## src/hdl/ltc_pkg.sv

```systemverilog
// Package with the shared types, constants and helpers of the lightmap texel combiner.
`default_nettype none
package ltc_pkg;

  localparam int unsigned NumLayers  = 4;
  localparam int unsigned NumChan    = 3;
  localparam int unsigned ByteW      = 8;
  localparam int unsigned RgbW       = 24;
  localparam int unsigned AccW       = 32;
  localparam int unsigned ScaleW     = 10;
  localparam int unsigned ProdW      = ByteW + ScaleW;
  localparam int unsigned ActiveW    = 3;
  localparam int unsigned FmtW       = 2;
  localparam int unsigned ShiftW     = 5;
  localparam int unsigned CfgIdxW    = 3;
  localparam int unsigned CfgDataW   = 10;
  localparam int unsigned CountW     = 3;

  localparam logic [AccW-1:0]   FullBright = AccW'(255 * 256);
  localparam logic [ByteW-1:0]  ByteMax    = 8'hFF;
  localparam logic [AccW-1:0]   LumWeight  = AccW'(85);
  localparam logic [AccW-1:0]   AlphaOpaque = AccW'(255) << 24;

  localparam logic [FmtW-1:0] FMT_RGB  = 2'd0;
  localparam logic [FmtW-1:0] FMT_RGBA = 2'd1;
  localparam logic [FmtW-1:0] FMT_LUM  = 2'd2;

  localparam logic [CountW-1:0] CNT_RGB  = 3'd3;
  localparam logic [CountW-1:0] CNT_RGBA = 3'd4;
  localparam logic [CountW-1:0] CNT_LUM  = 3'd1;

  localparam logic [CfgIdxW-1:0] REG_SCALE0 = 3'd0;
  localparam logic [CfgIdxW-1:0] REG_SCALE1 = 3'd1;
  localparam logic [CfgIdxW-1:0] REG_SCALE2 = 3'd2;
  localparam logic [CfgIdxW-1:0] REG_SCALE3 = 3'd3;
  localparam logic [CfgIdxW-1:0] REG_ACTIVE = 3'd4;
  localparam logic [CfgIdxW-1:0] REG_FORMAT = 3'd5;
  localparam logic [CfgIdxW-1:0] REG_SHIFT  = 3'd6;
  localparam logic [CfgIdxW-1:0] REG_LIGHT  = 3'd7;

  typedef struct packed {
    logic [NumLayers-1:0][ScaleW-1:0] scale;
    logic [ActiveW-1:0]               active;
    logic [FmtW-1:0]                  format;
    logic [ShiftW-1:0]                shift;
    logic                             has_light;
  } cfg_t;

  typedef struct packed {
    logic [NumLayers-1:0][RgbW-1:0] layer_rgb;
    logic [RgbW-1:0]                stain_rgb;
    logic [NumChan-1:0][AccW-1:0]   dyn;
  } texel_t;

  function automatic logic [ByteW-1:0] sat_byte(input logic [AccW-1:0] v,
                                                input logic [ShiftW-1:0] sh);
    logic [AccW-1:0] t;
    t = v >> sh;
    return (|t[AccW-1:ByteW]) ? ByteMax : t[ByteW-1:0];
  endfunction

endpackage
`default_nettype wire

```

## src/hdl/ltc_scale.sv

```systemverilog
// First pipeline stage: style sample bytes times style scale.
`default_nettype none
module ltc_scale import ltc_pkg::*; #(
  parameter int unsigned MaxStyles = 4
) (
  input  logic                                      clk_i,
  input  logic                                      rst_ni,
  input  logic                                      valid_i,
  output logic                                      ready_o,
  input  texel_t                                    texel_i,
  input  cfg_t                                      cfg_i,
  output logic                                      valid_o,
  input  logic                                      ready_i,
  output logic [MaxStyles-1:0][NumChan-1:0][ProdW-1:0] prod_o,
  output logic [RgbW-1:0]                           stain_o,
  output logic [NumChan-1:0][AccW-1:0]              dyn_o
);

  logic                                         valid_q;
  logic [MaxStyles-1:0][NumChan-1:0][ProdW-1:0] prod_q, prod_d;
  logic [RgbW-1:0]                              stain_q;
  logic [NumChan-1:0][AccW-1:0]                 dyn_q;

  assign ready_o = !valid_q || ready_i;

  always_comb begin
    for (int k = 0; k < MaxStyles; k++) begin
      for (int c = 0; c < NumChan; c++) begin
        prod_d[k][c] = ProdW'(texel_i.layer_rgb[k][c*ByteW +: ByteW]) *
                       ProdW'(cfg_i.scale[k]);
      end
    end
  end

  always_ff @(posedge clk_i or negedge rst_ni) begin
    if (!rst_ni) begin
      valid_q <= 1'b0;
    end else if (ready_o) begin
      valid_q <= valid_i;
    end
  end

  always_ff @(posedge clk_i) begin
    if (ready_o && valid_i) begin
      prod_q  <= prod_d;
      stain_q <= texel_i.stain_rgb;
      dyn_q   <= texel_i.dyn;
    end
  end

  assign valid_o = valid_q;
  assign prod_o  = prod_q;
  assign stain_o = stain_q;
  assign dyn_o   = dyn_q;

endmodule
`default_nettype wire

```

## config.mk

```make
export PLATFORM = sky130hd
export DESIGN_NAME = ltc_scale
export DESIGN_NICKNAME = d
export VERILOG_FILES = /design/src/hdl/ltc_pkg.sv /design/src/hdl/ltc_scale.sv
export SDC_FILE = /design/constraint.sdc
export NUM_CORES = 2
export LEC_CHECK = 0
export ABC_CLOCK_PERIOD_IN_PS = 18000
export BUFFER_PORTS_ARGS = -buffer_cell sky130_fd_sc_hd__clkbuf_2
export CORE_ASPECT_RATIO = 0.75
export CORE_MARGIN = 3
export CORE_UTILIZATION = 30
export CTS_CLUSTER_DIAMETER = 120
export CTS_CLUSTER_SIZE = 24
export DETAILED_ROUTE_END_ITERATION = 7
export PLACE_DENSITY = 0.47
export SYNTH_ARGS = -nofsm -noshare
export SYNTH_HDL_FRONTEND = slang
export SYNTH_SLANG_ARGS = --single-unit
```

## constraint.sdc

```tcl
create_clock -name clk_i -period 18 [get_ports clk_i]
set_input_delay 2.7 -clock clk_i [delete_from_list [all_inputs] [get_ports clk_i]]
set_output_delay 2.7 -clock clk_i [all_outputs]
set_load 0.02 [all_outputs]
```

==> metrics.csv <==
metric,value,unit
setup TNS,0,ns
Clock Skew,0.02605,ns
minimum clock period,6.789,ns
fin. max-slew vios,0,
final cell count without fillers,6290,
GRT Overall Usage,15.13,%
placed wire-length estimate,82940,um
Die Y-Extent,326.7,um
R2R cell count,4,
Synth Flop Type,edfxtp_1,
PortBufs,597,
sequential share of the synthesized area,24.58,%
Placed Cells,6246,
clk_lat worst skew,0.65,ns
crit start category,primary input,
fin crit share,37.72,%
XOR/XNOR Fraction of Synth Area,2.916,%
total gr overflow,0,
max-cap violation count,0,
Mapped Area,0.04115,sq mm
io pins,609,
final wirelength,106400,um
Post-synth EDFFs,336,
Post-CTS Setup Bufs,0,
Synth Area in Adders,41.89,%
total clock sinks,337,
syn_nets,5251,
"Req. time, crit path",18.38,ns
die area,0.1417,sq mm
met3 wire length,3902,um
Hold Fails Final Rpt,0,
"Largest stage delay, worst path",0.54,ns
Highest Signal Layer,met5,
H-tree Lvls,1,
crit-path max FO,24,
top cell type's share of synthesized area,28.02,%
crit-path cells,clkbuf_2 > nand2_1 > fa_1 > fa_1 > inv_1 > fa_1 > inv_1 > fa_1 > inv_1 > ha_1 > o211ai_1 > a21oi_1 > o21bai_1 > a31oi_1 > a221oi_1 > xnor2_1,
vias per inst,4.499,
pwr dens,113.3,mW/mm^2
clk slew on worst S/H paths,0.09,ns
Min-Delay Path Class,register to register,
Yosys cell types,59,
Setup Viol. Count Final,0,
"top cells by area, synth","fa_1, edfxtp_1, ha_1",
register bit total from synthesis,337,
largest family of logic cells by synthesized area,adder cells,
outcome,"finished, final reports clean",
area of the core,0.1360,sq mm
most common library cells after synthesis,"and2_1, inv_1, fa_1, ha_1, edfxtp_1",
Final nets,5790,
Post-Syn Instances,3948,
Routed Antenna Nets,0,
syn avg cell area,10.42,sq um
Clock Tree Buf Depth,3,
Post-Place Worst Slack,10.49,ns
starting density of the core,30.26,%
Die W,433.6,um
initial antenna violation count,9,
1st-iter DRT viols,1357,
Crit. End Element,register,
WL/cell,16.91,um
# DRC,0,
"count leader, synth",and2_1,
Crit Path Class,primary input to register,
Pre-antenna DRT Iters,5,
WHS Path Cells,2,
vias in the first global route,29530,
mux share of post-synthesis cell area,0.09731,%
Synth Area in Compound Gates,6.291,%
fillers,13980,
Hold Slack,0.5581,ns
Slew HR,29.16,%
metal2 WL,49550,um
worst setup slack after layout,11.21,ns
largest net degree at the start of global routing,127,
area grow syn2layout,14.03,%
Post-synth ARST share,0.2967,%
Root Driver,clkbuf_16,
RSZ-0062 raised after global routing,no,
gp weighted congestion,0.8075,
global-route wire length before repair,170300,um
fraction of layout cells with a size suffix above 1,14.42,%
maximum VDD drop,0.0001027,V
measured slew at the worst slew-check pin,1.063,ns
Yosys top cell by area,fa_1,
CTS Hold Buffers Added,0,
CTS Buf Count,24,
YS warnings,0,
Pleak,22.93,nW
Metal-1 WL,51000,um
Fmax achieved,147.3,MHz
CTS resizes,0,
"Slowest-stage cell, CP",fa_1,
Post-Synth Simple-Gate Area,16.78,%
Vias,28300,
WP data arrival,7.17,ns
CTS tree,yes,
# rows,117,
"most used cell, CP",fa_1,
worst paths after layout:
| check | startpoint | end | slack (ns) |
|---|---|---|---|
| setup / recovery | cfg_i[36] | prod_o[143]$_DFFE_PP_ | 11.21 |
| hold / removal | valid_o$_DFFE_PN0N_ | valid_o$_DFFE_PN0N_ | 0.56 |
| setup reg to reg | valid_o$_DFFE_PN0N_ | prod_o[206]$_DFFE_PP_ | 14.89 |
| hold reg to reg | valid_o$_DFFE_PN0N_ | valid_o$_DFFE_PN0N_ | 0.56 |
| max in group asynchronous | rst_ni | valid_o$_DFFE_PN0N_ | 16.08 |
| min in group asynchronous | rst_ni | valid_o$_DFFE_PN0N_ | 1.83 |
per-layer routing:
layer  vias to the layer above  track usage [%]
met5                         -                0
met4                         2            2.617
met3                        67            2.263
met2                       364            24.56
met1                     14260            21.55
li1                      13610                -
through the flow:
stage,util (%),power [W],area (sq um)
final,34.50,0.005316,46920
after global routing,34.50,0.005908,46920
after CTS,34.49,0.005439,46910
after detailed placement,33.89,0.004750,46090
after global placement,33.89,0.004763,46090
after floorplan,-,0.003820,41150
flip-flops by register name (all words and copies together) (netlist names):
register,flops
stain_o,24
prod_o,216
dyn_o,96
valid_o,1
where the power goes:
group	switching (W)	internal [W]	leakage [nW]
Combinational	0.00203	0.00139	19.3
Sequential	0.0000567	0.00122	3.23
Clock	0.000356	0.000266	0.393
Total	0.00244	0.00288	22.9
cell type report:
cell class | count | area (sq um) | share of cell area, %
Multi-Input combinational cell | 2795 | 27970 | 59.62
Sequential cell | 337 | 10110 | 21.56
Timing Repair Buffer | 602 | 3038 | 6.475
Inverter | 727 | 2729 | 5.816
Tap cell | 1785 | 2233 | 4.760
Clock buffer | 24 | 600.6 | 1.280
Clock inverter | 16 | 221.5 | 0.4720
Antenna cell | 4 | 10.01 | 0.02133
cells in the final DEF (no fill, tap or decap), drive strengths merged, types with 3 or more instances in the layout:
master / count
and2: 816
inv: 735
clkbuf: 621
fa: 576
ha: 456
edfxtp: 336
nand2: 198
a21oi: 113
xnor2: 97
nor2: 86
o21ai: 77
a21o: 62
xor2: 40
o21a: 32
nor3: 24
a211oi: 21
nand3: 21
nor2b: 19
nand2b: 18
a31oi: 16
and3: 13
o31a: 11
o211ai: 10
o21bai: 10
clkinv: 7
nand4: 6
o31ai: 6
a311oi: 6
nor3b: 5
a21boi: 5
buf: 5
diode: 4
nor4: 4
mux2i: 4
or3: 4
o41ai: 4
o2111ai: 3
nor4b: 3
a221oi: 3
logic make-up (layout without fill, tap and decap cells):
logic type | Yosys count | count (layout)
mux | 4 | 4
flops | 337 | 337
compound gates | 400 | 400
fa+ha+maj | 1032 | 1032
buf+inv | 816 | 1369
other cells | 0 | 4
xor+xnor | 137 | 137
simple gates | 1222 | 1222
critical path: cells and delay by family:
kind	cells	cell delay [ns]
adder cells (fa/ha/maj)	5	2.35
AND/OR/NAND/NOR	1	0.16
buffers and inverters	4	0.62
XOR/XNOR	1	0.16
AO/OA/AOI/OAI	5	1.13
No activity file was read; power rests on OpenSTA's default activity.
