===== src/hdl/ltc_pkg.sv =====
// Package with the shared types, constants and helpers of the lightmap texel combiner.
`default_nettype none
package ltc_pkg;

  localparam int unsigned NumLayers  = 4;
  localparam int unsigned NumChan    = 3;
  localparam int unsigned ByteW      = 8;
  localparam int unsigned RgbW       = 24;
  localparam int unsigned AccW       = 32;
  localparam int unsigned ScaleW     = 10;
  localparam int unsigned ProdW      = ByteW + ScaleW;
  localparam int unsigned ActiveW    = 3;
  localparam int unsigned FmtW       = 2;
  localparam int unsigned ShiftW     = 5;
  localparam int unsigned CfgIdxW    = 3;
  localparam int unsigned CfgDataW   = 10;
  localparam int unsigned CountW     = 3;

  localparam logic [AccW-1:0]   FullBright = AccW'(255 * 256);
  localparam logic [ByteW-1:0]  ByteMax    = 8'hFF;
  localparam logic [AccW-1:0]   LumWeight  = AccW'(85);
  localparam logic [AccW-1:0]   AlphaOpaque = AccW'(255) << 24;

  localparam logic [FmtW-1:0] FMT_RGB  = 2'd0;
  localparam logic [FmtW-1:0] FMT_RGBA = 2'd1;
  localparam logic [FmtW-1:0] FMT_LUM  = 2'd2;

  localparam logic [CountW-1:0] CNT_RGB  = 3'd3;
  localparam logic [CountW-1:0] CNT_RGBA = 3'd4;
  localparam logic [CountW-1:0] CNT_LUM  = 3'd1;

  localparam logic [CfgIdxW-1:0] REG_SCALE0 = 3'd0;
  localparam logic [CfgIdxW-1:0] REG_SCALE1 = 3'd1;
  localparam logic [CfgIdxW-1:0] REG_SCALE2 = 3'd2;
  localparam logic [CfgIdxW-1:0] REG_SCALE3 = 3'd3;
  localparam logic [CfgIdxW-1:0] REG_ACTIVE = 3'd4;
  localparam logic [CfgIdxW-1:0] REG_FORMAT = 3'd5;
  localparam logic [CfgIdxW-1:0] REG_SHIFT  = 3'd6;
  localparam logic [CfgIdxW-1:0] REG_LIGHT  = 3'd7;

  typedef struct packed {
    logic [NumLayers-1:0][ScaleW-1:0] scale;
    logic [ActiveW-1:0]               active;
    logic [FmtW-1:0]                  format;
    logic [ShiftW-1:0]                shift;
    logic                             has_light;
  } cfg_t;

  typedef struct packed {
    logic [NumLayers-1:0][RgbW-1:0] layer_rgb;
    logic [RgbW-1:0]                stain_rgb;
    logic [NumChan-1:0][AccW-1:0]   dyn;
  } texel_t;

  function automatic logic [ByteW-1:0] sat_byte(input logic [AccW-1:0] v,
                                                input logic [ShiftW-1:0] sh);
    logic [AccW-1:0] t;
    t = v >> sh;
    return (|t[AccW-1:ByteW]) ? ByteMax : t[ByteW-1:0];
  endfunction

endpackage
`default_nettype wire


===== src/hdl/ltc_pack.sv =====
// Third and fourth pipeline stages: stain and luminance products, shift, saturate and pack.
`default_nettype none
module ltc_pack import ltc_pkg::*; (
  input  logic                         clk_i,
  input  logic                         rst_ni,
  input  logic                         valid_i,
  output logic                         ready_o,
  input  logic [NumChan-1:0][AccW-1:0] sum_i,
  input  logic [RgbW-1:0]              stain_i,
  input  cfg_t                         cfg_i,
  output logic                         valid_o,
  input  logic                         ready_i,
  output logic [AccW-1:0]              pixel_word_o,
  output logic [CountW-1:0]            byte_count_o
);

  logic                         mul_valid_q;
  logic                         mul_ready;
  logic [NumChan-1:0][AccW-1:0] stained_q, stained_d;
  logic [AccW-1:0]              lum_sum_q, lum_sum_d;

  logic                         out_valid_q;
  logic [AccW-1:0]              word_q, word_d;
  logic [CountW-1:0]            count_q, count_d;
  logic [AccW-1:0]              lum;

  assign mul_ready = !out_valid_q || ready_i;
  assign ready_o   = !mul_valid_q || mul_ready;

  always_comb begin
    for (int c = 0; c < NumChan; c++) begin
      stained_d[c] = sum_i[c] * AccW'(stain_i[c*ByteW +: ByteW]);
    end
    lum_sum_d = sum_i[0] + sum_i[1] + sum_i[2];
  end

  always_comb begin
    lum     = lum_sum_q * LumWeight;
    word_d  = '0;
    count_d = CNT_RGB;
    case (cfg_i.format)
      FMT_LUM: begin
        word_d  = AccW'(sat_byte(lum, cfg_i.shift));
        count_d = CNT_LUM;
      end
      FMT_RGBA: begin
        for (int c = 0; c < NumChan; c++) begin
          word_d[c*ByteW +: ByteW] = sat_byte(stained_q[c], cfg_i.shift);
        end
        word_d  = word_d | AlphaOpaque;
        count_d = CNT_RGBA;
      end
      default: begin
        for (int c = 0; c < NumChan; c++) begin
          word_d[c*ByteW +: ByteW] = sat_byte(stained_q[c], cfg_i.shift);
        end
        count_d = CNT_RGB;
      end
    endcase
  end

  always_ff @(posedge clk_i or negedge rst_ni) begin
    if (!rst_ni) begin
      mul_valid_q <= 1'b0;
      out_valid_q <= 1'b0;
    end else begin
      if (ready_o) begin
        mul_valid_q <= valid_i;
      end
      if (mul_ready) begin
        out_valid_q <= mul_valid_q;
      end
    end
  end

  always_ff @(posedge clk_i) begin
    if (ready_o && valid_i) begin
      stained_q <= stained_d;
      lum_sum_q <= lum_sum_d;
    end
    if (mul_ready && mul_valid_q) begin
      word_q  <= word_d;
      count_q <= count_d;
    end
  end

  assign valid_o      = out_valid_q;
  assign pixel_word_o = word_q;
  assign byte_count_o = count_q;

endmodule
`default_nettype wire


===== config.mk =====
export PLATFORM = sky130hd
export DESIGN_NAME = ltc_pack
export DESIGN_NICKNAME = d
export VERILOG_FILES = /design/src/hdl/ltc_pkg.sv /design/src/hdl/ltc_pack.sv
export SDC_FILE = /design/constraint.sdc
export NUM_CORES = 2
export LEC_CHECK = 0
export BUFFER_PORTS_ARGS = -buffer_cell sky130_fd_sc_hd__buf_2
export CORE_ASPECT_RATIO = 1.25
export CORE_MARGIN = 3
export CORE_UTILIZATION = 30
export CTS_BUF_LIST = sky130_fd_sc_hd__clkbuf_16
export DETAILED_ROUTE_END_ITERATION = 10
export GPL_ROUTABILITY_DRIVEN = 1
export GPL_TIMING_DRIVEN = 0
export HOLD_SLACK_MARGIN = 0.05
export PLACE_DENSITY = 0.42
export SYNTH_ARGS = -nofsm -noshare
export SYNTH_HDL_FRONTEND = slang
export SYNTH_SLANG_ARGS = --single-unit

===== constraint.sdc =====
create_clock -name clk_i -period 6.85 [get_ports clk_i]
set_input_delay 1.0275 -clock clk_i [delete_from_list [all_inputs] [get_ports clk_i]]
set_output_delay 1.0275 -clock clk_i [all_outputs]
set_load 0.02 [all_outputs]

==> reports/metrics.csv <==
stage,metric,value,unit
critical_path,worstPathMaxFanout,8,
critical_path,crit_path_start,lum_sum_q[3],
clock_tree,clk_transition_reported_paths,70,ps
critical_path,worstPathArrival,6880,ps
clock_tree,clock_path_buffers,2,
clock_tree,clock_sinks,157,
timing,rsz0062_at_grt,no,
clock_tree,clk_latency,480,ps
routing,drc_errors,0,
routing,routed.top_layer,met5,
yosys,ys_seq_elements,157,
yosys,synth_nets,4833,
yosys,postSynthAreaPerCell,9.176,um^2
flow_run,drv_cap,0,
routing,vias_per_cell,5.179,
routing,routed_wl,130.5,mm
critical_path,worstRegToRegCells,21,
critical_path,crit_type,register to register,
timing,report.final.slew_viol_count,0,
critical_path,required,7050,ps
routing,ant_nets,0,
yosys,synth_cells,3876,
floorplanning,coreArea,117200,um^2
routing,num_vias,29145,
timing,setup-violations-final,0,
clock_tree,htreeDepth,4,
floorplanning,rows,140,
critical_path,startpoint_type,register,
routing,drtPass1Iterations,6,
place,post-dp-hpwl,110.0,mm
timing,fmax,0.1498,GHz
timing,worst_slew_pin_slew,1248,ps
yosys,synth_edf_count,155,
finish,drive_gt1_share,9.569,%
outcome,outcome,completed,
yosys,synth-seq-area-share,13.23,%
floorplanning,die_y,391.0,um
timing,maxSlewHeadroom,16.81,%
timing,setup-tns-final,0,ps
yosys,ys_warn_count,0,
critical_path,rr_startpoint,lum_sum_q[3],
yosys,async_flop_share,1.274,%
routing,drt-met1-wl,56.26,mm
yosys,syn_area,35570,um^2
global_routing,grt_start_max_net_pins,66,
clock_tree,cts_buffers,17,
global_routing,grt.total_usage,21.61,%
timing,fin_crit_sh,97.46,%
floorplanning,io_pins,212,
floorplanning,die_x,314.0,um
finish,nets,5009,
finish,postLayoutCellArea,39170,um^2
clock_tree,cts_tree,built,
timing,finClkSkew,15.36,ps
global_routing,grt-ovfl-total,0,
timing,layout_min_cycle_time,6676,ps
clock_tree,cts-root-buf,clkbuf_16,
critical_path,reg2reg_to,pixel_word_o[5],
place,numPortBuffers,154,
floorplanning,initial_core_util,30.35,%
global_routing,grt_pass1_wl,198.4,mm
min_path,hp-class,primary input to asynchronous set/reset pin,
routing,wl_per_cell,23.19,um
yosys,ys_types,81,
routing,met3WireLength,5.670,mm
place,gp_congestion,0.9616,
global_routing,antenna_found_initial,1,
critical_path,end_kind,register,
timing,hold_violations,0,
routing,drtIter0Drc,1855,
critical_path,reg2reg_slack,170,ps
yosys,synth_top_flop_cell,edfxtp_1,
floorplanning,die_area,122800,um^2
finish,synthToLayoutAreaGrowth,10.12,%
global_routing,first_global_vias,30918,
routing,met2_length,63.99,mm
place,dpl_cell_area,38350,um^2
-- layout make-up --
| class | instances | area [um^2] |
|---|---|---|
| Tap cell | 1562 | 1954 |
| Clock inverter | 15 | 141.4 |
| Buffer | 167 | 699.4 |
| Multi-Input combinational cell | 3014 | 28360 |
| Antenna cell | 1 | 2.502 |
| Fill cell | 12257 | 78020 |
| Timing Repair Buffer | 163 | 878.3 |
| Sequential cell | 157 | 4705 |
| Inverter | 532 | 1998 |
| Clock buffer | 17 | 425.4 |
-- state kept, by name, indices dropped and copies added, names as in the netlist --
name,count
byte_count_o,2
valid_o,1
pixel_word_o,25
mul_valid_q,1
stained_q,96
lum_sum_q,32
-- worst max path at each step --
| stage | end | slack, ps |
|---|---|---|
| after CTS | stained_q[89] | 5 |
| after global placement | stained_q[62] | -1600 |
| after global routing | pixel_word_o[5] | 7 |
| final | pixel_word_o[5] | 170 |
| after detailed placement | stained_q[62] | -1490 |
| after floorplan | stained_q[62] | 160 |
-- cell families (layout without fill, tap and decap cells) --
| group | count (synthesis) | after routing | share of synthesized area, % |
|---|---|---|---|
| mux | 170 | 170 | 7.243 |
| simple gates | 1280 | 1280 | 17.33 |
| compound gates | 629 | 629 | 11.73 |
| buf+inv | 705 | 894 | 7.560 |
| xor+xnor | 153 | 153 | 3.768 |
| flops | 157 | 157 | 13.23 |
| fa+ha+maj | 782 | 782 | 39.14 |
| other cells | 0 | 1 | 0 |
-- cells in the mapped netlist (21+ instances only) --
| library cell | number | area [um^2] |
|---|---|---|
| xor2_1 | 30 | 262.8 |
| nor4_1 | 23 | 143.9 |
| clkbuf_1 | 133 | 499.2 |
| o21ai_0 | 107 | 535.5 |
| edfxtp_1 | 155 | 4654 |
| mux2_2 | 26 | 292.8 |
| fa_1 | 551 | 11030 |
| nand4_1 | 23 | 143.9 |
| a21oi_1 | 191 | 955.9 |
| xnor2_1 | 123 | 1077 |
| a31oi_1 | 23 | 143.9 |
| a21o_1 | 50 | 375.4 |
| and3_1 | 21 | 131.4 |
| ha_1 | 231 | 2890 |
| nand3_1 | 52 | 260.3 |
| inv_1 | 529 | 1986 |
| mux4_2 | 67 | 1509 |
| and2_1 | 300 | 1877 |
| nor2_1 | 173 | 649.4 |
| buf_1 | 22 | 82.58 |
| nor2b_1 | 31 | 193.9 |
| o21a_1 | 27 | 202.7 |
| mux2i_1 | 76 | 760.7 |
| a211oi_1 | 43 | 322.8 |
| nor3_1 | 54 | 270.3 |
| nand2_1 | 529 | 1986 |
-- worst max-delay path, stage by stage, from the launching register on --
cell and delay [ps]:
edfxtp_1 540, ha_1 380, inv_1 60, fa_1 470, inv_1 60, ha_2 370
inv_1 60, fa_1 350, inv_1 60, ha_1 280, a21o_2 290, a21o_1 280
o311a_4 430, o31a_1 290, o311a_1 400, o31ai_4 270, o2111ai_2 240, a211oi_2 290
a31oi_1 150, a2111oi_4 410, nand2_2 190, o41a_1 520
-- per-layer routing --
| metal | track usage, % | vias up |
|---|---|---|
| met5 | 0 | - |
| met4 | 6.938 | 2 |
| met3 | 2.361 | 177 |
| met2 | 37.60 | 807 |
| met1 | 28.02 | 14887 |
| li1 | - | 13272 |
-- per-stage QoR --
step                utilization, %  hold WS, ps  setup WS [ps]  std cells
floorplan                        -        449.0          163.1       3876
global placement             32.68        477.4          -1596       5592
detailed placement           32.72        478.4          -1489       5594
CTS                          33.26        258.6          5.423       5626
global route                 33.42        283.9          6.681       5627
finish                       33.42        314.1          174.3       5628
-- cells in the final DEF, fill, tap and decap left out, types with 16 or more instances in the layout --
cell,n
o22ai_1,17
and3_1,21
or3_1,16
nor3_1,52
mux4_2,67
xor2_1,29
clkbuf_2,16
inv_1,531
buf_1,22
a31oi_1,22
a21o_1,49
xnor2_1,122
nor4_1,22
mux2_2,26
nand2_1,529
clkbuf_1,107
ha_1,230
a211oi_1,41
and2_1,299
nor2b_1,30
buf_2,166
nor2_1,173
o21ai_0,104
or2_2,16
a21oi_1,188
clkbuf_16,17
edfxtp_1,155
o21a_1,27
o211ai_1,16
nand3_1,51
nand2b_1,17
nand4_1,23
fa_1,551
mux2i_1,75
-- repair_timing --
item	CTS	global route
resized for setup	19	60
pin swaps	1	3
endpoints found under the hold margin	0	0
buffers inserted	1	6
hold buffers	0	0
setup endpoints to repair	16	27
Power is not shown: default switching activity piles up to over one toggle a cycle in this logic, so the estimate is an artifact.
