===== config.mk =====
export PLATFORM = sky130hd
export DESIGN_NAME = ltc_cfg_regs
export DESIGN_NICKNAME = d
export VERILOG_FILES = /design/src/hdl/ltc_pkg.sv /design/src/hdl/ltc_cfg_regs.sv
export SDC_FILE = /design/constraint.sdc
export NUM_CORES = 1
export LEC_CHECK = 0
export BUFFER_PORTS_ARGS = -buffer_cell sky130_fd_sc_hd__buf_2
export CELL_PAD_IN_SITES_DETAIL_PLACEMENT = 2
export CELL_PAD_IN_SITES_GLOBAL_PLACEMENT = 2
export CORE_AREA = 2 2 81 83
export DETAILED_ROUTE_END_ITERATION = 10
export DIE_AREA = 0 0 83 85
export GPL_TIMING_DRIVEN = 0
export PLACE_DENSITY = 0.89
export SETUP_SLACK_MARGIN = 0.3
export SLEW_MARGIN = 20
export SYNTH_ARGS = -nofsm -noshare
export SYNTH_HDL_FRONTEND = slang
export SYNTH_SLANG_ARGS = --single-unit

===== constraint.sdc =====
create_clock -name clk_i -period 0.8 [get_ports clk_i]
set_input_delay 0.16 -clock clk_i [delete_from_list [all_inputs] [get_ports clk_i]]
set_output_delay 0.16 -clock clk_i [all_outputs]
set_load 0.01 [all_outputs]

===== src/hdl/ltc_pkg.sv =====
// Package with the shared types, constants and helpers of the lightmap texel combiner.
`default_nettype none
package ltc_pkg;

  localparam int unsigned NumLayers  = 4;
  localparam int unsigned NumChan    = 3;
  localparam int unsigned ByteW      = 8;
  localparam int unsigned RgbW       = 24;
  localparam int unsigned AccW       = 32;
  localparam int unsigned ScaleW     = 10;
  localparam int unsigned ProdW      = ByteW + ScaleW;
  localparam int unsigned ActiveW    = 3;
  localparam int unsigned FmtW       = 2;
  localparam int unsigned ShiftW     = 5;
  localparam int unsigned CfgIdxW    = 3;
  localparam int unsigned CfgDataW   = 10;
  localparam int unsigned CountW     = 3;

  localparam logic [AccW-1:0]   FullBright = AccW'(255 * 256);
  localparam logic [ByteW-1:0]  ByteMax    = 8'hFF;
  localparam logic [AccW-1:0]   LumWeight  = AccW'(85);
  localparam logic [AccW-1:0]   AlphaOpaque = AccW'(255) << 24;

  localparam logic [FmtW-1:0] FMT_RGB  = 2'd0;
  localparam logic [FmtW-1:0] FMT_RGBA = 2'd1;
  localparam logic [FmtW-1:0] FMT_LUM  = 2'd2;

  localparam logic [CountW-1:0] CNT_RGB  = 3'd3;
  localparam logic [CountW-1:0] CNT_RGBA = 3'd4;
  localparam logic [CountW-1:0] CNT_LUM  = 3'd1;

  localparam logic [CfgIdxW-1:0] REG_SCALE0 = 3'd0;
  localparam logic [CfgIdxW-1:0] REG_SCALE1 = 3'd1;
  localparam logic [CfgIdxW-1:0] REG_SCALE2 = 3'd2;
  localparam logic [CfgIdxW-1:0] REG_SCALE3 = 3'd3;
  localparam logic [CfgIdxW-1:0] REG_ACTIVE = 3'd4;
  localparam logic [CfgIdxW-1:0] REG_FORMAT = 3'd5;
  localparam logic [CfgIdxW-1:0] REG_SHIFT  = 3'd6;
  localparam logic [CfgIdxW-1:0] REG_LIGHT  = 3'd7;

  typedef struct packed {
    logic [NumLayers-1:0][ScaleW-1:0] scale;
    logic [ActiveW-1:0]               active;
    logic [FmtW-1:0]                  format;
    logic [ShiftW-1:0]                shift;
    logic                             has_light;
  } cfg_t;

  typedef struct packed {
    logic [NumLayers-1:0][RgbW-1:0] layer_rgb;
    logic [RgbW-1:0]                stain_rgb;
    logic [NumChan-1:0][AccW-1:0]   dyn;
  } texel_t;

  function automatic logic [ByteW-1:0] sat_byte(input logic [AccW-1:0] v,
                                                input logic [ShiftW-1:0] sh);
    logic [AccW-1:0] t;
    t = v >> sh;
    return (|t[AccW-1:ByteW]) ? ByteMax : t[ByteW-1:0];
  endfunction

endpackage
`default_nettype wire


===== src/hdl/ltc_cfg_regs.sv =====
// Configuration register file of the lightmap texel combiner.
`default_nettype none
module ltc_cfg_regs import ltc_pkg::*; (
  input  logic                clk_i,
  input  logic                rst_ni,
  input  logic                wr_valid_i,
  output logic                wr_ready_o,
  input  logic [CfgIdxW-1:0]  wr_index_i,
  input  logic [CfgDataW-1:0] wr_data_i,
  output cfg_t                cfg_o
);

  cfg_t cfg_q, cfg_d;

  assign wr_ready_o = 1'b1;
  assign cfg_o      = cfg_q;

  always_comb begin
    cfg_d = cfg_q;
    if (wr_valid_i) begin
      case (wr_index_i)
        REG_SCALE0: cfg_d.scale[0] = wr_data_i[ScaleW-1:0];
        REG_SCALE1: cfg_d.scale[1] = wr_data_i[ScaleW-1:0];
        REG_SCALE2: cfg_d.scale[2] = wr_data_i[ScaleW-1:0];
        REG_SCALE3: cfg_d.scale[3] = wr_data_i[ScaleW-1:0];
        REG_ACTIVE: cfg_d.active   = wr_data_i[ActiveW-1:0];
        REG_FORMAT: cfg_d.format   = wr_data_i[FmtW-1:0];
        REG_SHIFT:  cfg_d.shift    = wr_data_i[ShiftW-1:0];
        REG_LIGHT:  cfg_d.has_light = wr_data_i[0];
        default:    cfg_d = cfg_q;
      endcase
    end
  end

  always_ff @(posedge clk_i or negedge rst_ni) begin
    if (!rst_ni) begin
      cfg_q.scale     <= {NumLayers{ScaleW'(256)}};
      cfg_q.active    <= ActiveW'(1);
      cfg_q.format    <= FMT_RGB;
      cfg_q.shift     <= ShiftW'(9);
      cfg_q.has_light <= 1'b1;
    end else begin
      cfg_q <= cfg_d;
    end
  end

endmodule
`default_nettype wire


==> results.md, run 1 <==
* Setup crit end kind: output port
* I/O Buffers at 66
* Sequential-to-total area share from yosys stat at between 60 and 70%
* Crit path time final at 1.16 ns
* Family with the most delay on the worst path: flip-flops
* Worst skew pair latency at a little over 0.3 ns
* TNS Setup at -18.63 ns
* Initial antenna violation count at 0
* Status: finished with violations
* TritonCTS clock tree: yes
* Max Slew Vio Count at 0
* Placed cell areas at between 2000 and 3000 sq um
* Largest net degree at the start of global routing at 52
* HP Class: input port to asynchronous set/reset pin
* Synth cell types at 13
* #FFs+latches synth at a little over 50
* Die ar. at between 7000 and 8000 sq um
* CTS root buf: clkbuf_8
* Post-synth top cells: dfrtp_1, mux2_2, mux2_4
* Nets at ~260
* Num CTS Buffers at 5
* EDFF count, synth at 0
* DRT antenna net count at 0
* Crit Path Class: flop to output port
* First-pass GRT wire length at 10.8 mm
* Achievable Freq at between 800 and 900 MHz
* CP arrival at 1.00 ns
* Tot GR Track Use at 20.7%
* Layout area overhead at 67.9%
* Violated checks: negative hold slack, negative setup slack
* Share of post-route cells with drive strength above 1 at 80.0%
* Critical Path Start Type: flop
* DP Wirelength at ~3.4 mm
* Initial DRC Count at 56
* CP cell instances: buf_6
* Vias at roughly 1500
* Site Rows at 29
* Max_slew headroom at between 50% and 60%
* Leak pwr at ~0.0017 uW
* Vias per cell at 4.80
* Post-synth top area share at 52.1%
* Ant diodes at 0
* Starting Density at 33.3%
* Synth area leader: dfrtp_1
* Final period util at 145%
* Core area at 6200 sq um
* Worst-path maximum fanout at 2
* Io pins at 68
* Drt total wl at 7.91 mm
* Max-Cap Viols at 0
* Reg2reg start: cfg_o[18]$_DFFE_PN0P_
* Syn Area/Cell at between 15 and 20 sq um
* Max incr delay on CP at ~0.57 ns
* First-pass DRT Iterations at 4
* Syn nets at roughly 130
* Mapped Area at 2070 sq um
* Clock Sinks at 51
* Clock tree buffer depth at 2
* DIE HEIGHT at 85 microns
* Overflow after GRT at 0
* Drt drc at 0
* Hold slack at -0.141 ns
* CP max stage cell: dfstp_2
* Worst VDD drop at about 1.4 mV
* Final setup vio count at 100
* Worst slew pin tran at 0.656 ns
* H-tree lvl count at 2
* Final Cell Area at 3470 sq um
* Clock skew at 0 ns
* Largest register FFs at between 50 and 60
* Clk slew on worst S/H paths at about 0.10 ns
* Critical path startpoint: cfg_o[8]$_DFFE_PN1P_
* Synth Flop Type: dfrtp_1
* FFs w/ async S/R, synth at 100%
* WL per Instance at ~25 microns
* WP buf/inv at 1
* Syn Inst Count at ~120
* Die Wd at ~83 microns
* Synth top area cells: dfrtp_1, mux2_2, mux2_4
* Pwr dens at ~2600 nW/um^2
* Reg2reg path depth at 3
* Critical Path Stages at 1
* Synthesis Warnings at 0
* RSZ-0062 raised after global routing: yes
* Placer Congestion at 0.666
* Worst path required time at 0.64 ns
* Hold Fails Final Rpt at 43
* Final worst slack at -0.356 ns
* Most common cell in the netlist: dfrtp_1
* Number of global-route vias before repair at roughly 1700
metal layers:
| layer | up-vias | track usage (%) | share of wire (%) |
|---|---|---|---|
| met5 | - | 0 | 0 |
| met4 | 0 | 4.47 | 0.95 |
| met3 | 6 | 6.91 | 5.4 |
| met2 | 50 | 36.1 | 55 |
| met1 | 801 | 25.1 | 39 |
| li1 | 666 | - | - |
through the flow:
step	power (uW)	hold slack, ns	util, %	setup WS, ns	instances
floorplan	4590	-0.136	-	-0.232	116
global placement	5380	0.423	41.3	-0.459	259
detailed placement	5490	0.445	41.3	-0.489	259
CTS	8130	-0.117	51.4	-0.354	298
global route	9260	-0.104	55.9	-0.400	317
finish	8880	-0.141	55.9	-0.356	317
cell usage in the layout (no fill, tap or decap), drive strengths merged:
cell    netlist  routed
and4bb        3       3
clkbuf        0       6
nor4b         1       1
dfrtp        43      43
dfstp         8       8
mux2         51      51
bufinv        0       1
clkinv        0       1
buf           5     121
nand4b        3       3
nand4         1       1
conb          1       1
cells by family after synthesis:
group | Yosys count | share of synthesized area [%]
mux | 51 | 31.4
flops | 51 | 62.2
simple gates | 8 | 4.12
buf+inv | 5 | 2.06
other cells | 1 | 0.181
power by group:
part | switching (uW) | internal [uW] | total, uW
registers | 472 | 3210 | 3690
clock network | 933 | 1010 | 1950
logic | 1140 | 2110 | 3250
total | 2550 | 6340 | 8880
repair_timing:
action                                 4_1_cts  5_1_grt
resized for setup                           62       32
pin swaps                                    4        3
cloned                                       4        0
endpoints found under the hold margin       43       43
setup buffers                               27       19
setup endpoints to repair                  153      102
worst paths after layout:
path,end,slack [ns]
max,cfg_o[8],-0.36
min,cfg_o[25]$_DFFE_PN0P_,-0.14
max reg2reg,cfg_o[18]$_DFFE_PN0P_,-0.17
min reg2reg,cfg_o[6]$_DFFE_PN0P_,0.52
max in group asynchronous,cfg_o[16]$_DFFE_PN0P_,0.50
min in group clk_i,cfg_o[30]$_DFFE_PN0P_,0.11
layout make-up:
cell class	count	area, sq um
buffer	5	68.8
clock buffer	6	82.6
clock inverter	2	35.0
fill	540	2740
multi-input combinational	60	860
sequential	51	1290
tap	77	96.3
timing repair buffer	116	1040
Note: power is estimated with default switching activity, not from simulation.
==> run 2, diff against run 1 <==
--- a/config.mk
+++ b/config.mk
@@ -8,2 +8,3 @@
 export BUFFER_PORTS_ARGS = -buffer_cell sky130_fd_sc_hd__buf_2
+export CAP_MARGIN = 20
 export CELL_PAD_IN_SITES_DETAIL_PLACEMENT = 2
@@ -14,3 +15,3 @@
 export GPL_TIMING_DRIVEN = 0
-export PLACE_DENSITY = 0.89
+export PLACE_DENSITY_LB_ADDON = 0.1
 export SETUP_SLACK_MARGIN = 0.3
==> constraint.sdc (replaced) <==
create_clock -name clk_i -period 0.8 [get_ports clk_i]
set_input_delay 0.08 -clock clk_i [delete_from_list [all_inputs] [get_ports clk_i]]
set_output_delay 0.08 -clock clk_i [all_outputs]
set_load 0.01 [all_outputs]
==> run 2 against run 1 <==
Against the previous run: the flow still finishes with violations (negative hold slack, negative setup slack); power decreased by 1.2%; wire length decreased by 17%; clock-buffer cell count unchanged; final area decreased by 0.97%; via count decreased by 2.3%; sequential share of layout area increased by 0.36 points; sequential power decreased by 2%.
==> results.md, run 2 (synthesis gave the netlist of run 1 again) <==
* Initial DRC Count at 40
* Leak pwr at ~0.0017 uW
* Worst VDD drop at 1.06 mV
* Largest net degree at the start of global routing at between 50 and 60
* DRT antenna net count at 0
* H-tree lvl count at 2
* Final Power at ~8800 uW
* DIE HEIGHT at ~85 microns
* Share of post-route cells with drive strength above 1 at roughly four fifths
* Drt drc at 0
* Worst-path maximum fanout at 2
* CTS root buf: clkbuf_8
* Pwr dens at between 2000 and 3000 nW/um^2
* I/O Buffers at 66
* CP max stage cell: dfstp_2
* Max incr delay on CP at about 0.56 ns
* TNS Setup at -11.41 ns
* Flop2flop setup slack at -0.15 ns
* Overflow after GRT at 0
* Clock Sinks at 51
* Hold slack at -0.205 ns
* Worst skew pair latency at approximately 0.30 ns
* Nets at 255
* Clock tree buffer depth at 2
* Starting Density at between 30 and 40%
* Max_slew headroom at between 50 and 60%
* Die Wd at 83 microns
* Placer Congestion at approximately 0.8
* Clk slew on worst S/H paths at around 0.090 ns
* Achievable Freq at just under 1000 MHz
* Initial antenna violation count at 0
* Worst path required time at between 0.7 and 0.8 ns
* RSZ-0062 raised after global routing: yes
* Max-Cap Viols at 0
* WL per Instance at around 21 microns
* CP arrival at approximately 0.96 ns
* CP cell instances: buf_6
* Largest register FFs at 51
* First-pass DRT Iterations at 3
* First-pass GRT wire length at around 10 mm
* Clock skew at 0 ns
* Final setup vio count at between 90 and 100
* HP Class: input port to asynchronous set/reset pin
* Max Slew Vio Count at 0
* Vias per cell at 4.69
* Num CTS Buffers at 5
* Core area at about 6200 sq um
* Most common cell after layout, fill and taps aside: mux2_4
* Critical Path Start Type: flop
* Violated checks: negative hold slack, negative setup slack
* Ant diodes at 0
* Vias at around 1500
* Family with the most delay on the worst path: flip-flops
* Number of global-route vias before repair at between 1500 and 2000
* Final period util at 130%
* DP Wirelength at around 3.6 mm
* Setup crit end kind: output port
* Reg2reg start: cfg_o[17]$_DFFE_PN0P_
* TritonCTS clock tree: yes
* Tot GR Track Use at a little under a fifth
* Die ar. at 7060 sq um
* Worst slew pin tran at between 0.6 and 0.7 ns
* Final worst slack at -0.240 ns
* Reg2reg end: cfg_o[17]$_DFFE_PN0P_
* WP buf/inv at 1
* Layout area overhead at 66.2%
* Crit Path Class: flop to output port
* Drt total wl at 6.59 mm
* Io pins at about 70
* Crit path time final at 1.04 ns
* Most frequent cells in the layout: mux2_4, dfrtp_1, buf_2, buf_6, buf_4
* Site Rows at 29
* Status: finished with violations
* Hold Fails Final Rpt at 43
* Final core utilization at 55.4%
* Reg2reg path depth at 2
==> run 2: routing by layer <==
layer / share of wire [%] / global-route usage, % / vias to the layer above
li1: - / - / 662
met1: 42 / 23.7 / 781
met5: 0 / 0 / -
met4: 0.55 / 3.58 / 0
met3: 3.7 / 3.79 / 4
met2: 54 / 33.7 / 41
==> run 2: layout make-up <==
| cell class | instances | area, sq um |
|---|---|---|
| fill | 578 | 2770 |
| sequential | 51 | 1290 |
| timing repair buffer | 116 | 982 |
| multi-input combinational | 60 | 875 |
| tap | 77 | 96.3 |
| clock buffer | 6 | 72.6 |
| buffer | 5 | 63.8 |
| clock inverter | 2 | 60.1 |
==> run 2: worst max-delay path by stage <==
stage                                  to  slack [ns]  cells past startpoint             startpoint
CTS                             cfg_o[39]       -0.25                      1  cfg_o[39]$_DFFE_PN1P_
finish                           cfg_o[8]       -0.24                      1   cfg_o[8]$_DFFE_PN1P_
detailed placement  cfg_o[19]$_DFFE_PN1P_       -0.45                      4          wr_index_i[0]
floorplan           cfg_o[11]$_DFFE_PN0P_       -0.15                      3          wr_index_i[0]
global placement    cfg_o[16]$_DFFE_PN0P_       -0.38                      4          wr_index_i[0]
global route                     cfg_o[8]       -0.28                      1   cfg_o[8]$_DFFE_PN1P_
==> run 2: repair_timing <==
action,CTS,global route
hold endpoints to repair,43,43
pin swaps,4,1
buffers inserted,38,8
gates cloned,4,0
gates resized for setup,62,18
endpoints found under the setup margin,153,102
==> run 2: where the power goes <==
part           switching, uW  internal [uW]
combinational           1040           2000
sequential               405           3210
clock                    854           1250
==> run 2: per-stage QoR <==
| stage | setup slack (ns) | hold WS (ns) | instances | cell area, sq um |
|---|---|---|---|---|
| after CTS | -0.253 | -0.179 | 309 | 3300 |
| after detailed placement | -0.445 | 0.364 | 259 | 2570 |
| after global routing | -0.276 | -0.165 | 317 | 3440 |
| final | -0.240 | -0.205 | 317 | 3440 |
| after floorplan | -0.152 | -0.216 | 116 | 2140 |
| after global placement | -0.384 | 0.334 | 259 | 2570 |
