<file path="config.mk">
export PLATFORM = sky130hd
export DESIGN_NAME = ltc_accum
export DESIGN_NICKNAME = d
export VERILOG_FILES = /design/src/hdl/ltc_pkg.sv /design/src/hdl/ltc_accum.sv
export SDC_FILE = /design/constraint.sdc
export NUM_CORES = 1
export LEC_CHECK = 0
export BUFFER_PORTS_ARGS = -buffer_cell sky130_fd_sc_hd__buf_2
export CELL_PAD_IN_SITES_DETAIL_PLACEMENT = 0
export CELL_PAD_IN_SITES_GLOBAL_PLACEMENT = 2
export CORE_UTILIZATION = 30
export CTS_CLUSTER_SIZE = 8
export DETAILED_ROUTE_END_ITERATION = 8
export GPL_TIMING_DRIVEN = 0
export PLACE_DENSITY_LB_ADDON = 0.15
export SYNTH_ARGS = -nofsm -noshare
export SYNTH_HDL_FRONTEND = slang
export SYNTH_SLANG_ARGS = --single-unit
</file>
<file path="constraint.sdc">
create_clock -name clk_i -period 5.65 [get_ports clk_i]
set_clock_uncertainty 0.15 [all_clocks]
set_input_delay 1.13 -clock clk_i [delete_from_list [all_inputs] [get_ports clk_i]]
set_output_delay 1.13 -clock clk_i [all_outputs]
set_load 0.01 [all_outputs]
</file>
<file path="src/hdl/ltc_pkg.sv">
// Package with the shared types, constants and helpers of the lightmap texel combiner.
`default_nettype none
package ltc_pkg;

  localparam int unsigned NumLayers  = 4;
  localparam int unsigned NumChan    = 3;
  localparam int unsigned ByteW      = 8;
  localparam int unsigned RgbW       = 24;
  localparam int unsigned AccW       = 32;
  localparam int unsigned ScaleW     = 10;
  localparam int unsigned ProdW      = ByteW + ScaleW;
  localparam int unsigned ActiveW    = 3;
  localparam int unsigned FmtW       = 2;
  localparam int unsigned ShiftW     = 5;
  localparam int unsigned CfgIdxW    = 3;
  localparam int unsigned CfgDataW   = 10;
  localparam int unsigned CountW     = 3;

  localparam logic [AccW-1:0]   FullBright = AccW'(255 * 256);
  localparam logic [ByteW-1:0]  ByteMax    = 8'hFF;
  localparam logic [AccW-1:0]   LumWeight  = AccW'(85);
  localparam logic [AccW-1:0]   AlphaOpaque = AccW'(255) << 24;

  localparam logic [FmtW-1:0] FMT_RGB  = 2'd0;
  localparam logic [FmtW-1:0] FMT_RGBA = 2'd1;
  localparam logic [FmtW-1:0] FMT_LUM  = 2'd2;

  localparam logic [CountW-1:0] CNT_RGB  = 3'd3;
  localparam logic [CountW-1:0] CNT_RGBA = 3'd4;
  localparam logic [CountW-1:0] CNT_LUM  = 3'd1;

  localparam logic [CfgIdxW-1:0] REG_SCALE0 = 3'd0;
  localparam logic [CfgIdxW-1:0] REG_SCALE1 = 3'd1;
  localparam logic [CfgIdxW-1:0] REG_SCALE2 = 3'd2;
  localparam logic [CfgIdxW-1:0] REG_SCALE3 = 3'd3;
  localparam logic [CfgIdxW-1:0] REG_ACTIVE = 3'd4;
  localparam logic [CfgIdxW-1:0] REG_FORMAT = 3'd5;
  localparam logic [CfgIdxW-1:0] REG_SHIFT  = 3'd6;
  localparam logic [CfgIdxW-1:0] REG_LIGHT  = 3'd7;

  typedef struct packed {
    logic [NumLayers-1:0][ScaleW-1:0] scale;
    logic [ActiveW-1:0]               active;
    logic [FmtW-1:0]                  format;
    logic [ShiftW-1:0]                shift;
    logic                             has_light;
  } cfg_t;

  typedef struct packed {
    logic [NumLayers-1:0][RgbW-1:0] layer_rgb;
    logic [RgbW-1:0]                stain_rgb;
    logic [NumChan-1:0][AccW-1:0]   dyn;
  } texel_t;

  function automatic logic [ByteW-1:0] sat_byte(input logic [AccW-1:0] v,
                                                input logic [ShiftW-1:0] sh);
    logic [AccW-1:0] t;
    t = v >> sh;
    return (|t[AccW-1:ByteW]) ? ByteMax : t[ByteW-1:0];
  endfunction

endpackage
`default_nettype wire

</file>
<file path="src/hdl/ltc_accum.sv">
// Stage two: per channel dyn light plus active style products; FullBright if unlit.
`default_nettype none
module ltc_accum import ltc_pkg::*; #(
  parameter int unsigned MaxStyles = 4
) (
  input  logic                                         clk_i,
  input  logic                                         rst_ni,
  input  logic                                         valid_i,
  output logic                                         ready_o,
  input  logic [MaxStyles-1:0][NumChan-1:0][ProdW-1:0] prod_i,
  input  logic [RgbW-1:0]                              stain_i,
  input  logic [NumChan-1:0][AccW-1:0]                 dyn_i,
  input  cfg_t                                         cfg_i,
  output logic                                         valid_o,
  input  logic                                         ready_i,
  output logic [NumChan-1:0][AccW-1:0]                 sum_o,
  output logic [RgbW-1:0]                              stain_o
);

  localparam logic [ActiveW-1:0] StyleLimit = ActiveW'(MaxStyles);

  logic                         valid_q;
  logic [NumChan-1:0][AccW-1:0] sum_q, sum_d;
  logic [RgbW-1:0]              stain_q;
  logic [ActiveW-1:0]           layers;

  assign ready_o = !valid_q || ready_i;
  assign layers  = (cfg_i.active > StyleLimit) ? StyleLimit : cfg_i.active;

  always_comb begin
    for (int c = 0; c < NumChan; c++) begin
      sum_d[c] = dyn_i[c];
      for (int k = 0; k < MaxStyles; k++) begin
        if (ActiveW'(k) < layers) begin
          sum_d[c] = sum_d[c] + AccW'(prod_i[k][c]);
        end
      end
      if (!cfg_i.has_light) begin
        sum_d[c] = FullBright;
      end
    end
  end

  always_ff @(posedge clk_i or negedge rst_ni) begin
    if (!rst_ni) begin
      valid_q <= 1'b0;
    end else if (ready_o) begin
      valid_q <= valid_i;
    end
  end

  always_ff @(posedge clk_i) begin
    if (ready_o && valid_i) begin
      sum_q   <= sum_d;
      stain_q <= stain_i;
    end
  end

  assign valid_o = valid_q;
  assign sum_o   = sum_q;
  assign stain_o = stain_q;

endmodule
`default_nettype wire

</file>
==> reports/summary.log, run 1 <==
qor: sta.worst_slew_pin_slew 1.47 ns
qor: clock_network.cts-buffers-inserted 17
qor: sta.rsz_0062_raised_after_global_routing true
qor: power.power_leakage 13.2 nW
qor: drt.vias_per_cell 5.49
qor: logic_synthesis.postSynthAreaPerCell 7.65 µm²
qor: logic_synthesis.mappedNetlistArea 21200 µm²
qor: drt.final_antenna_net_count 0
qor: clock_network.clkTransAtPathRegs 0.08 ns
qor: clock_network.clock_tree_from_tritoncts yes
qor: drt.dr.pass1.iters 8
qor: outcome.run_status finished, violations left
qor: logic_synthesis.synth_fp_nets 3409
qor: logic_synthesis.seq_area_frac_synth 17.1%
qor: critical_path.worst-path-max-fanout 4
qor: sta.max-slew-margin-rel 1.67%
qor: floorplanning.die_width 268 µm
qor: critical_path.timing.critical_path.slowest_stage_cell sky130_fd_sc_hd__or4b_4
qor: drt.remaining_drc_errors 0
qor: critical_path.critPathLaunchType primary input
qor: layout.postLayoutCellArea 32400 µm²
qor: place.placedInstanceArea 26100 µm²
qor: floorplanning.chipHeight 268 µm
qor: sta.final_cycle_utilization_of_the_critical_path 137%
qor: logic_synthesis.postSynthCellCount 2769
qor: layout.layout-area-overhead-vs-synth 53.0%
qor: layout.layout-drive-gt1-share 42.4%
qor: floorplanning.design.die.area 71700 µm²
qor: clock_network.clk_latency_worst_skew_pair 0.46 ns
qor: sta.final_max_tran_viols 0
qor: critical_path.timing.setup.critical_path_class primary input to flop
qor: logic_synthesis.yosys_register_bits 121
qor: layout.num-nets-final 4140
qor: place.hpwlAfterDp 81000 µm
qor: global_route.grt_remaining_overflow 0
qor: place.globalplace.congestion 0.905
qor: sta.finalWorstSetupSlack -2.11 ns
qor: clock_network.clock-sinks 121
qor: critical_path.arrival_worst_endpoint 7.83 ns
qor: clock_network.holdBufCountCts 0
qor: global_route.grt_max_degree 70
qor: floorplanning.core-area 70000 µm²
qor: sta.timing_hold_violations_final 0
qor: drt.routed_wl 102000 µm
qor: drt.vias_after_detailed_routing 24.5k
qor: layout.nFillCells 6896
qor: clock_network.clock-root-buffer sky130_fd_sc_hd__clkbuf_16
qor: floorplanning.floorplan.io_pins 513
qor: outcome.failing_checks negative setup slack
qor: global_route.grt_pass1_vias 23.1k
qor: global_route.first_pass_grt_wire_length 144000 µm
qor: logic_synthesis.synth-edff-count 120
qor: floorplanning.row_count 97
qor: run.max_cap_viol_count 0
qor: layout.regArea 3630 µm²
qor: layout.multi_input_area 21700 µm²
qor: drt.drt_iter0_markers 1498
qor: place.placedCellCount 4170
qor: global_route.global_route.usage.total 26.8%
qor: power.overall_power 13.4 mW
qor: drt.routedWlPerCell 22.8 µm
qor: clock_network.maximum_clock_path_buffer_count 2
qor: min_path.hold_class primary input to async pin
qor: logic_synthesis.yosys_most_used_dff sky130_fd_sc_hd__edfxtp_1
qor: critical_path.library_cell_appearing_most_often_on_the_critical_path sky130_fd_sc_hd__ha_4
qor: sta.achievable-frequency 129 MHz
qor: layout.final_cell_count_no_fill 4456
qor: sta.hold_slack 0.281 ns
qor: place.io_buffer_count 460
qor: power.p_per_area 414 nW/µm²
qor: global_route.grt_antenna_before_repair 13
qor: logic_synthesis.synth_cell_types 102
qor: critical_path.worstPathRequired 5.72 ns
qor: power.worst_ir_drop_vdd 0.260 mV
qor: critical_path.max_stage_delay 0.51 ns
qor: logic_synthesis.share_of_flip_flops_with_an_asynchronous_set_or_reset 0.826%
qor: sta.period_needed 7.76 ns
qor: sta.finalSetupViolCount 75
qor: critical_path.timing.critical_path.to_type flop
qor: floorplanning.start_util 30.3%
qor: clock_network.cts_max_level 4
qor: logic_synthesis.yosys_warnings 0
==> worst paths after layout <==
kind / from / end / slack, ns / cells after the start
setup / recovery: dyn_i[64] / sum_o[95]$_SDFFCE_PN0P_ / -2.11 / 36
hold / removal: rst_ni / valid_o$_DFFE_PN0N_ / 0.28 / 1
setup reg to reg: valid_o$_DFFE_PN0N_ / sum_o[45]$_SDFFCE_PN1P_ / 3.54 / 3
hold reg to reg: valid_o$_DFFE_PN0N_ / valid_o$_DFFE_PN0N_ / 0.40 / 2
max in group asynchronous: rst_ni / valid_o$_DFFE_PN0N_ / 4.98 / 1
min in group clk_i: valid_o$_DFFE_PN0N_ / valid_o$_DFFE_PN0N_ / 0.40 / 2
==> sequential cells by signal, summed over array words and instances (netlist names) <==
register	flops
valid_o	1
stain_o	24
sum_o	96
==> kinds of logic after synthesis <==
kind of cell             Yosys count  share of synthesized area [%]
multiplexers                      45                           2.24
adder cells (fa/ha/maj)          249                           15.1
AND/OR/NAND/NOR                 1021                           23.4
AO/OA/AOI/OAI                    883                           27.3
XOR/XNOR                         281                           11.7
buffers and inverters            169                           3.10
flip-flops                       121                           17.1
==> final cells by class <==
class	instances	share of cell area, %
Multi-Input combinational cell	2479	66.8
Timing Repair Buffer	718	13.9
Sequential cell	121	11.2
Tap cell	940	3.63
Buffer	80	1.71
Clock buffer	17	1.31
Inverter	83	0.976
Clock inverter	15	0.471
Antenna cell	3	0.0232
==> worst max-delay path, delay by kind of cell <==
kind            cells  cell delay, ns
xor+xnor            3            0.49
fa+ha+maj           5            1.34
buf+inv             4            0.39
compound gates     13            2.45
mux                 1            0.13
simple gates       10            1.87
==> placed cells by master, fill, tap and decap left out, types with 30 or more instances in the layout <==
cell and n:
sky130_fd_sc_hd__xnor2_1 151, sky130_fd_sc_hd__and3_1 31, sky130_fd_sc_hd__ha_4 96, sky130_fd_sc_hd__nand3_1 67, sky130_fd_sc_hd__o21ai_2 53, sky130_fd_sc_hd__o21ai_0 64, sky130_fd_sc_hd__clkbuf_1 36, sky130_fd_sc_hd__a21o_1 95
sky130_fd_sc_hd__inv_1 69, sky130_fd_sc_hd__a21oi_1 140, sky130_fd_sc_hd__nor3_1 50, sky130_fd_sc_hd__buf_2 460, sky130_fd_sc_hd__xnor2_2 30, sky130_fd_sc_hd__o21ai_1 38, sky130_fd_sc_hd__buf_4 215, sky130_fd_sc_hd__nor2_1 230
sky130_fd_sc_hd__ha_1 129, sky130_fd_sc_hd__xor2_1 87, sky130_fd_sc_hd__edfxtp_1 120, sky130_fd_sc_hd__buf_6 49, sky130_fd_sc_hd__nand2_1 277, sky130_fd_sc_hd__a21oi_2 110
==> repair_timing <==
| item | CTS | global route |
|---|---|---|
| setup buffers | 167 | 93 |
| pin swaps | 221 | 176 |
| endpoints found under the setup margin | 93 | 78 |
| gates resized for setup | 463 | 307 |
==> through the flow <==
step                      worst slack (ns)  setup TNS [ns]  utilization, %
final                                -2.11         -111.79            46.3
after global routing                 -2.37         -130.06            46.3
after CTS                            -2.05         -105.10            43.1
after detailed placement             -3.98         -249.02            37.2
after global placement               -3.91         -271.14            37.2
after floorplan                      -2.02          -90.03               -
==> routing by layer <==
| metal | vias to the layer above | share of wire (%) | global-route usage, % |
|---|---|---|---|
| met2 | 707 | 46 | 42.9 |
| met5 | - | 0.075 | 0 |
| met4 | 12 | 2.2 | 7.15 |
| li1 | 11800 | - | - |
| met1 | 11800 | 47 | 37.9 |
| met3 | 101 | 4.8 | 2.94 |
==> Yosys cell counts, types with 18 or more instances <==
| cell | n | area share [%] |
|---|---|---|
| sky130_fd_sc_hd__a211oi_1 | 51 | 1.8 |
| sky130_fd_sc_hd__inv_1 | 82 | 1.5 |
| sky130_fd_sc_hd__o21a_1 | 24 | 0.85 |
| sky130_fd_sc_hd__o21bai_1 | 31 | 1.1 |
| sky130_fd_sc_hd__xnor2_1 | 184 | 7.6 |
| sky130_fd_sc_hd__nand4_1 | 25 | 0.74 |
| sky130_fd_sc_hd__or3_1 | 37 | 1.1 |
| sky130_fd_sc_hd__mux2_2 | 19 | 1.0 |
| sky130_fd_sc_hd__nor4_1 | 24 | 0.71 |
| sky130_fd_sc_hd__nand3_1 | 83 | 2.0 |
| sky130_fd_sc_hd__a21o_1 | 95 | 3.4 |
| sky130_fd_sc_hd__xor2_1 | 95 | 3.9 |
| sky130_fd_sc_hd__nor2b_1 | 25 | 0.74 |
| sky130_fd_sc_hd__a31oi_1 | 22 | 0.65 |
| sky130_fd_sc_hd__clkbuf_1 | 62 | 1.1 |
| sky130_fd_sc_hd__o31ai_1 | 18 | 0.64 |
| sky130_fd_sc_hd__o211ai_1 | 22 | 0.78 |
| sky130_fd_sc_hd__mux2i_1 | 26 | 1.2 |
| sky130_fd_sc_hd__nand2b_1 | 26 | 0.77 |
| sky130_fd_sc_hd__and3_1 | 43 | 1.3 |
| sky130_fd_sc_hd__o21ai_0 | 160 | 3.8 |
| sky130_fd_sc_hd__edfxtp_1 | 120 | 17 |
| sky130_fd_sc_hd__nor3_1 | 72 | 1.7 |
| sky130_fd_sc_hd__and2_1 | 31 | 0.91 |
| sky130_fd_sc_hd__ha_1 | 237 | 14 |
| sky130_fd_sc_hd__nor2_1 | 258 | 4.6 |
| sky130_fd_sc_hd__a21oi_1 | 277 | 6.5 |
| sky130_fd_sc_hd__nand2_1 | 305 | 5.4 |
| sky130_fd_sc_hd__a211o_1 | 21 | 0.87 |
==> power by group <==
part | switching (mW) | internal [mW] | total, mW
clock | 0.541 | 0.587 | 1.13
sequential | 0.0289 | 1.17 | 1.20
combinational | 5.83 | 5.25 | 11.1
total | 6.40 | 7.01 | 13.4
(Power assumes the default switching activity.)
==> run 2: changes to the inputs <==
- REMOVE_ABC_BUFFERS: default -> 1
==> reports/summary.log, run 2 (synthesis results as in run 1) <==
qor: outcome.run_status finished, violations left
qor: outcome.failing_checks negative setup slack
qor: drt.final_antenna_net_count 0 [unchanged]
qor: run.max_cap_viol_count 0 [unchanged]
qor: floorplanning.row_count 97 [unchanged]
qor: power.power_leakage 12.7 nW [-3.8%]
qor: critical_path.timing.critical_path.to_type flop
qor: drt.dr.pass1.iters 5 [-3]
qor: sta.achievable-frequency 128 MHz [-0.31%]
qor: global_route.grt_antenna_before_repair 46 [+33]
qor: clock_network.clock-sinks 121 [unchanged]
qor: drt.remaining_drc_errors 0 [unchanged]
qor: drt.routed_wl 87100 µm [-14%]
qor: floorplanning.start_util 30.3% [unchanged]
qor: clock_network.clock-root-buffer sky130_fd_sc_hd__clkbuf_16
qor: critical_path.r2r.worst_path.cells 3 [unchanged]
qor: global_route.first_pass_grt_wire_length 130000 µm [-9.8%]
qor: layout.max_ffs_per_register 96 [unchanged]
qor: sta.final_max_tran_viols 0 [unchanged]
qor: layout.layout.cells.most_common sky130_fd_sc_hd__buf_2
qor: layout.layout-area-overhead-vs-synth 44.7%
qor: sta.max-slew-margin-rel 27.1% [+25 points]
qor: min_path.hold_class primary input to async pin
qor: power.p_per_area 390 nW/µm² [-5.7%]
qor: critical_path.timing.critical_path.slowest_stage_cell sky130_fd_sc_hd__or3_1
qor: floorplanning.die_width 268 µm [unchanged]
qor: global_route.met2_usage 40.7% [-2.2 points]
qor: sta.worst_slew_pin_slew 1.09 ns [-0.388 ns]
qor: clock_network.cts_max_level 4 [unchanged]
qor: critical_path.arrival_worst_endpoint 7.92 ns [+0.09 ns]
qor: critical_path.regToRegSetupSlack 3.44 ns [-0.10 ns]
qor: clock_network.clkTransAtPathRegs 0.07 ns [about the same]
qor: global_route.grt_max_degree 68 [-2.9%]
qor: global_route.gr-usage-met3 5.98% [+3.0 points]
qor: sta.period_needed 7.79 ns [+0.0240 ns]
qor: place.hpwlAfterDp 65800 µm [-19%]
qor: place.io_buffer_count 465 [+1.1%]
qor: drt.vias_per_cell 5.39 [-1.9%]
qor: power.worst_ir_drop_vdd 0.208 mV [-20%]
qor: global_route.grtUsageMet1 27.7% [-10 points]
qor: critical_path.worstReg2RegEnd sum_o[25]$_SDFFCE_PN0P_
qor: drt.drt_iter0_markers 1187 [-21%]
qor: global_route.grt_remaining_overflow 0 [unchanged]
qor: critical_path.critPathLaunchType primary input
qor: global_route.grt_pass1_vias 22.9k [-0.80%]
qor: critical_path.reg2reg_from valid_o$_DFFE_PN0N_
qor: layout.layout-drive-gt1-share 37.5% [-5.0 points]
qor: critical_path.worstPathRequired 5.78 ns [+0.06 ns]
qor: place.globalplace.congestion 0.896 [-0.96%]
qor: clock_network.clk_latency_worst_skew_pair 0.47 ns [about the same]
qor: critical_path.max_stage_delay 0.40 ns [-0.11 ns]
qor: sta.fin_tns_setup -106.06 ns [+5.73 ns]
qor: clock_network.cts-buffers-inserted 17 [unchanged]
qor: floorplanning.floorplan.io_pins 513 [unchanged]
qor: drt.routedWlPerCell 19.9 µm [-13%]
qor: sta.finalWorstSetupSlack -2.14 ns [-0.0240 ns]
qor: layout.num-nets-final 4039 [-2.4%]
qor: clock_network.maximum_clock_path_buffer_count 2 [unchanged]
qor: sta.final_cycle_utilization_of_the_critical_path 138% [+0.42 points]
qor: floorplanning.core-area 70000 µm² [unchanged]
qor: sta.rsz_0062_raised_after_global_routing true
qor: floorplanning.design.die.area 71700 µm² [unchanged]
qor: critical_path.library_cell_appearing_most_often_on_the_critical_path sky130_fd_sc_hd__a21o_1
qor: sta.finalSetupViolCount 71 [-5.3%]
qor: layout.mostFrequentLayoutCells sky130_fd_sc_hd__buf_2, sky130_fd_sc_hd__nand2_1, sky130_fd_sc_hd__nor2_1
qor: critical_path.worst-path-max-fanout 4 [unchanged]
qor: critical_path.timing.setup.critical_path_class primary input to flop
qor: floorplanning.chipHeight 268 µm [unchanged]
qor: clock_network.clock_tree_from_tritoncts yes
qor: drt.vias_after_detailed_routing 23.6k [-3.7%]
qor: sta.hold_slack 0.290 ns [+0.00898 ns]
qor: power.overall_power 12.0 mW [-11%]
qor: sta.timing_hold_violations_final 0 [unchanged]
qor: global_route.grt.busiest_layer met2
qor: global_route.global_route.usage.total 23.2% [-3.6 points]
qor: clock_network.holdBufCountCts 0 [unchanged]
[run 2: changes by cell type in the layout (fill, tap and decap cells not counted), sizes merged, moves of 2 or more]
cell | before | now
diode | 3 | 22
clkbuf | 69 | 19
bufbuf | 0 | 3
buf | 745 | 689
bufinv | 0 | 2
clkinvlp | 3 | 0
[run 2: metal layers]
layer / wire length (µm) / share of wire (%) / vias up
li1: - / - / 11700
met1: 36500 / 42 / 11200
met2: 42600 / 49 / 537
met3: 5500 / 6.3 / 136
met4: 2120 / 2.4 / 42
met5: 297 / 0.34 / -
[run 2: where the power goes]
group          switching [mW]  total [mW]  leakage (nW)  internal (mW)
clock                   0.510        1.18         0.298          0.666
combinational            5.01        9.58          11.3           4.57
sequential             0.0354        1.21          1.16           1.17
[run 2: critical path, delay by kind of cell]
kind,cells,cell delay [ns]
AO/OA/AOI/OAI,16,2.95
adder cells (fa/ha/maj),5,1.11
buffers and inverters,4,0.53
AND/OR/NAND/NOR,9,1.64
multiplexers,1,0.29
XOR/XNOR,2,0.24
[run 2: timing repair]
item                       in CTS  in global routing
setup buffers                 146                 74
resized for setup             462                300
cloned                          6                  2
pin swaps                     209                158
setup endpoints to repair      87                 79
[run 2: worst max-delay path by stage]
stage,to,startpoint,cells past startpoint
global route,sum_o[28]$_SDFFCE_PN0P_,dyn_i[0],37
CTS,sum_o[28]$_SDFFCE_PN0P_,dyn_i[0],35
finish,sum_o[25]$_SDFFCE_PN0P_,prod_i[0],37
detailed placement,sum_o[63]$_SDFFCE_PN0P_,cfg_i[10],32
floorplan,sum_o[95]$_SDFFCE_PN0P_,cfg_i[9],31
global placement,sum_o[61]$_SDFFCE_PN0P_,cfg_i[10],27
[run 2: layout make-up]
| type | instances | area [µm²] |
|---|---|---|
| antenna | 22 | 55.1 |
| clock buffer | 17 | 425 |
| clock inverter | 15 | 175 |
| fill | 7111 | 39400 |
| inverter | 83 | 317 |
| multi-input combinational | 2482 | 20300 |
| sequential | 121 | 3630 |
| tap | 940 | 1180 |
| timing repair buffer | 694 | 4550 |
[run 2: stage by stage]
step / instances / instance area [µm²] / util (%) / setup slack (ns)
floorplan: 2683 / 20900 / - / -3.77
global placement: 4088 / 24400 / 34.8 / -9.01
detailed placement: 4098 / 24600 / 35.2 / -4.71
CTS: 4280 / 28600 / 40.8 / -2.12
global route: 4364 / 30600 / 43.8 / -2.44
finish: 4374 / 30700 / 43.8 / -2.14
